**src/hdl/rc4_pkg.sv**
```systemverilog
// Shared types and constants for the RC4 engine.
// Used by rc4_front, rc4_core and the top level; depends on nothing.
`default_nettype none

package rc4_pkg;

    localparam int unsigned BYTE_W     = 8;
    localparam int unsigned PERM_DEPTH = 256;

    typedef enum logic {
        OP_KEY  = 1'b0,
        OP_DATA = 1'b1
    } t_op;

    // One classified input item as it waits in the queue.
    typedef struct packed {
        t_op               op;
        logic [BYTE_W-1:0] value;
        logic              last;
    } t_item;

    // Queue head as seen by the back end.
    typedef struct packed {
        logic  valid;
        t_item item;
    } t_head;

endpackage

`default_nettype wire

```
**src/hdl/rc4_front.sv**
```systemverilog
// Front end of the RC4 engine: accepts input beats, classifies them and
// holds them in a two-entry queue for the back end. Depends on rc4_pkg.
`default_nettype none

module rc4_front (
    input  wire logic                        i_clk,
    input  wire logic                        i_rst_n,
    input  wire logic                        i_valid,
    output logic                             o_ready,
    input  wire logic                        i_op,
    input  wire logic [rc4_pkg::BYTE_W-1:0]  i_value,
    input  wire logic                        i_last,
    output rc4_pkg::t_head                   o_head,
    input  wire logic                        i_pop
);
    import rc4_pkg::*;

    t_item      r_q [2];
    logic       r_wp;
    logic       r_rp;
    logic [1:0] r_cnt;
    t_item      w_item;
    logic       w_push;
    logic       w_pop;

    // The end-of-key mark means nothing on a data beat, so it is dropped here.
    always_comb begin
        w_item.op    = t_op'(i_op);
        w_item.value = i_value;
        w_item.last  = i_last && (t_op'(i_op) == OP_KEY);
    end

    assign o_ready     = (r_cnt != 2'd2);
    assign w_push      = i_valid && o_ready;
    assign w_pop       = i_pop && o_head.valid;
    assign o_head.valid = (r_cnt != 2'd0);
    assign o_head.item  = r_q[r_rp];

    always_ff @(posedge i_clk) begin
        if (!i_rst_n) begin
            r_wp  <= 1'b0;
            r_rp  <= 1'b0;
            r_cnt <= 2'd0;
        end else begin
            if (w_push) begin
                r_wp <= ~r_wp;
            end
            if (w_pop) begin
                r_rp <= ~r_rp;
            end
            r_cnt <= r_cnt + {1'b0, w_push} - {1'b0, w_pop};
        end
    end

    always_ff @(posedge i_clk) begin
        if (w_push) begin
            r_q[r_wp] <= w_item;
        end
    end

endmodule

`default_nettype wire

```
**config.mk**
```make
export PLATFORM = sky130hd
export DESIGN_NAME = rc4_front
export DESIGN_NICKNAME = d
export VERILOG_FILES = /design/src/hdl/rc4_pkg.sv /design/src/hdl/rc4_front.sv
export SDC_FILE = /design/constraint.sdc
export NUM_CORES = 1
export LEC_CHECK = 0
export ABC_AREA = 1
export BUFFER_PORTS_ARGS = -buffer_cell sky130_fd_sc_hd__buf_2
export CAP_MARGIN = 40
export CORE_UTILIZATION = 25
export DETAILED_ROUTE_END_ITERATION = 12
export PLACE_DENSITY = 0.53
export SLEW_MARGIN = 15
export SYNTH_ARGS = -nofsm -noshare
export SYNTH_HDL_FRONTEND = slang
export SYNTH_SLANG_ARGS = --single-unit
```
**constraint.sdc**
```tcl
create_clock -name i_clk -period 1.6 [get_ports i_clk]
set_clock_uncertainty 0.1 [all_clocks]
set_input_delay 0.32 -clock i_clk [delete_from_list [all_inputs] [get_ports i_clk]]
set_output_delay 0.32 -clock i_clk [all_outputs]
set_load 0.01 [all_outputs]
```
After elaboration in Yosys (flattened, before gate mapping) --
Memory sizes are Yosys's and may differ from the RTL's. A register that Yosys moved wholly into a read port is not among the register bits. Index checks and enable logic that the tools add are counted.
Storage, ports and cells: word-level logic and storage cells 18, memories 1, memory bits (writable) 20, output and inout port bits 12, register bits 4
Cells by class: mux-type cells 4, add/sub/neg operators 2, equality and inequality tests 1, bitwise gates (word level) 3, reduce and logical (&&, ||, !) cells 4
Memories:
- r_q | depth 2, bits a word 10, rd ports 1, clocked after Yosys merged registers in 1, write ports 1, RTL line rc4_front.sv:18 | t_item r_q [2];
Operator list (number):
- 1-bit 2-to-1 mux | 4
- 1-bit logical AND | 3
- 1-bit inverter | 3
- 2-bit by 1-bit adder with 2-bit output | 1
- 2-bit inequality test (second input constant) | 1
- 2-bit nonzero test | 1
- 2-bit by 1-bit subtractor with 2-bit output | 1

Longest topological paths before layout --
word-level depth 4, mapped depth 11, mapped depth without buffers 11

Least setup slack after synthesis --
OpenSTA, ideal clock, no wires.
path kind reg2reg, start point register r_cnt[0], end point register r_cnt[1], period minus slack after synthesis 1.549 ns, slack 0.051 ns, stages on the path, launching flop included 11, path buffers 0, arrival time 1.334 ns, required time 1.385 ns, library setup time 0.115 ns, cells stage by stage dfxtp_1 -> inv_1 -> nand2_2 -> nand2_1 -> ha_1 -> inv_1 -> ha_1 -> inv_1 -> nand2_1 -> a21oi_1 -> nor2_1
Between the ends: cells in the longest elaborated chain, start to end 4
RTL lines:
- from (decl) | RTL line rc4_front.sv:21 | logic [1:0] r_cnt;
- from (signal assigned) | RTL line rc4_front.sv:51 | r_cnt <= r_cnt + {1'b0, w_push} - {1'b0, w_pop};
- 2-bit inequality test | RTL line rc4_front.sv:33 | assign o_ready = (r_cnt != 2'd2);
- via o_ready | RTL line rc4_front.sv:9 | output logic o_ready,
- 1-bit logical AND | RTL line rc4_front.sv:34 | assign w_push = i_valid && o_ready;
- 2-bit by 1-bit adder with 2-bit output | RTL line rc4_front.sv:51
- 2-bit by 1-bit subtractor with 2-bit output | RTL line rc4_front.sv:51
The timed path passes the listed nets, and every way through them passes these cells. A chain may end at the register's enable or synchronous reset.

==> flow_summary.toml <==
[global_routing]
grt_max_degree = 16
grt_pass1_wl_um = 2610
first_global_vias = 618
gr-total-overflow = 0
grt_usage_pct = 7.95
antenna_found_initial = 0

[sta]
fin_crit_ps = 1600
tightest_slew_ps = 145
min_period_over_period_pct = 100
hold_ws_ps = 137
hold_viol = 0
slew_viol_final = 0
rsz0062_at_grt = "yes"
setup_viol = 8
slew_headroom_pct = 90.3
clock.fmax_mhz = 623
setup_ws_ps = -3.97

[synthesis]
syn-num-nets = 85
ys_seq_area_share_pct = 68.0
synth_area_sq_um = 1030
synthCells = 69
synth-seq-cells = 25
ys_types = 14
synth.avg_cell_area_sq_um = 14.9
ys_warn_count = 0

[critical_path]
slowest_delay_ps = 350
startpoint_type = "register"
cpMaxStageDelayCell = "dfxtp_2"
crit_path_end_kind = "output port"
regToRegEndpoint = "r_cnt[1]"
r2r-start = "r_cnt[0]"
crit_type = "register to output port"
crit_arrival_ps = 1180
regToRegSetupSlack_ps = 60
worst-path-max-fanout = 10
cp.buffers_inverters = 2
crit_chain = "buf_12 > mux2_4 > buf_6"
rr_worst_depth = 10
critical_path.top_delay_family = "flip-flops"
cp.required_ps = 1180

[placed_design]
place_area_sq_um = 1260
dp_hpwl_um = 1160
place_congestion = 0.799
port_buffers = 25
place_inst = 145

[detailed_routing]
num_vias = 583
ant_nets = 0
wire_per_inst_um = 10.2
vias_per_cell = 3.91
dr.pass1.iters = 4
drt_iter0_drc = 10
drt_wl_total_um = 1510
drc = 0

[final_layout]
layout.cells.non_filler = 149
final_area_sq_um = 1380
area_delta_synth_final_pct = 34.0
drive_gt1_share_pct = 53.5
antenna_cells = 0
fin_nets = 118

[floorplan]
num_rows = 22
die_h_um = 66.2
start_util_pct = 27.1
die_width_um = 66.2
io_pins = 26
core_sq_um = 3800
dieArea_sq_um = 4380

[flow_run]
maxCapViolCount = 0

[power]
peakVddDrop_mv = 0.589
power.internal_mw = 1.45
seq_power_share_pct = 43.5
total_power_mw = 2.05
p_comb_share_pct = 38.6
p_sw_share_pct = 29.2
p_leak_nw = 0.578
power_density_nw_per_um2 = 1490
switchingPower_uw = 598
clkPwrFrac_pct = 17.9

[clocking]
post-cts-setup-buffers = 0
clkLatencyLatePin_ps = 260
ctsHoldBuffers = 0
clk_pin_slew_worst_paths_ps = 90
cts-htree-levels = 1
cts_sinks = 25
cts_buffer_depth = 2
cts_tree = "done"
cts-root-buf = "clkbuf_8"
cts_made_buffers = 3

[run_status]
violations = "setup timing"
status = "finished with violations"

[min_path]
holdCritStartpoint = "i_value[7]"
hp-class = "primary input to register"
holdPathStages = 1
holdPathEnd = "r_q[0][8]"
[worst max-delay path by stage]
stage | from | to | slack [ps] | cells after the start
after floorplan | r_cnt[0] | r_cnt[1] | 50 | 10
after global placement | i_pop | r_cnt[1] | 90 | 10
after detailed placement | r_cnt[0] | r_cnt[1] | 30 | 10
after CTS | register | o_head[9] | -30 | 3
after global routing | register | o_head[0] | -60 | 3
final | register | o_head[9] | -4 | 3
[layer usage]
| layer | up-vias | global-route usage, % | part of all wire [%] | wire length, um |
|---|---|---|---|---|
| met5 | - | 0 | 0 | 0 |
| met4 | 0 | 1.60 | 0 | 0 |
| met3 | 0 | 4.14 | 11 | 163 |
| met2 | 23 | 13.8 | 46 | 703 |
| met1 | 257 | 8.61 | 43 | 646 |
| li1 | 303 | - | - | - |
[cell families after synthesis]
kind of cell	count (synthesis)	synth area share [%]
DFF	25	68.0
and+or+nand+nor	21	9.96
muxes	10	14.6
adders and majority gates	2	2.43
AOI/OAI and AO/OA	2	0.972
buffers and inverters	9	4.01
[power groups by stage]
| stage | registers, mW | clock network (mW) | logic [mW] |
|---|---|---|---|
| 2_1_floorplan | 0.889 | 0 | 0.458 |
| 3_3_place_gp | 0.897 | 0 | 0.676 |
| 3_5_place_dp | 0.901 | 0 | 0.690 |
| 4_1_cts | 0.887 | 0.387 | 0.791 |
| 5_1_grt | 0.904 | 0.420 | 0.877 |
| 6_report | 0.892 | 0.366 | 0.791 |
[through the flow]
stage               setup slack [ps]  setup TNS, ps  utilization, %
floorplan                       50.6              0               -
global placement                88.9              0            33.1
detailed placement              30.2              0            33.1
CTS                            -27.1           -228            36.1
global route                   -61.8           -644            36.3
finish                         -3.97          -20.8            36.3
[sequential cells by signal, summed over array words and instances (netlist names), named ones only]
| signal | cells |
|---|---|
| r_q | 20 |
| r_cnt | 2 |
| r_rp | 1 |
| r_wp | 1 |
[cell usage after synthesis (all sizes together)]
master	number	area share, %
a21oi	2	0.97
buf	1	1.1
dfxtp	5	9.7
edfxtp	20	58
ha	2	2.4
inv	8	2.9
mux2	10	15
nand2	9	3.8
nand3	3	1.9
nor2	9	4.3
[timing repair]
item                                    CTS  global route
cloned                                    0             0
endpoints found under the setup margin   10            11
gates resized for setup                  11             5
pin swaps                                 0             2
[area by class of cell]
class / instances / area, sq um
tap: 48 / 60.1
inverter: 8 / 30.0
clock inverter: 1 / 7.51
fill: 382 / 2420
timing repair buffer: 29 / 243
sequential: 25 / 704
clock buffer: 3 / 41.3
multi-input combinational: 35 / 294
[layout by cell type, fill, tap and decap left out, types with 2 or more instances in the layout]
cell type	n
edfxtp_1	20
clkbuf_8	3
dfxtp_1	2
nand2_1	6
ha_1	2
buf_12	2
buf_6	10
nand3_1	2
mux2_4	10
nor2_1	7
buf_4	2
dfxtp_2	3
nand2_2	3
buf_2	15
inv_1	7
No activity file was read; power rests on OpenSTA's default activity.
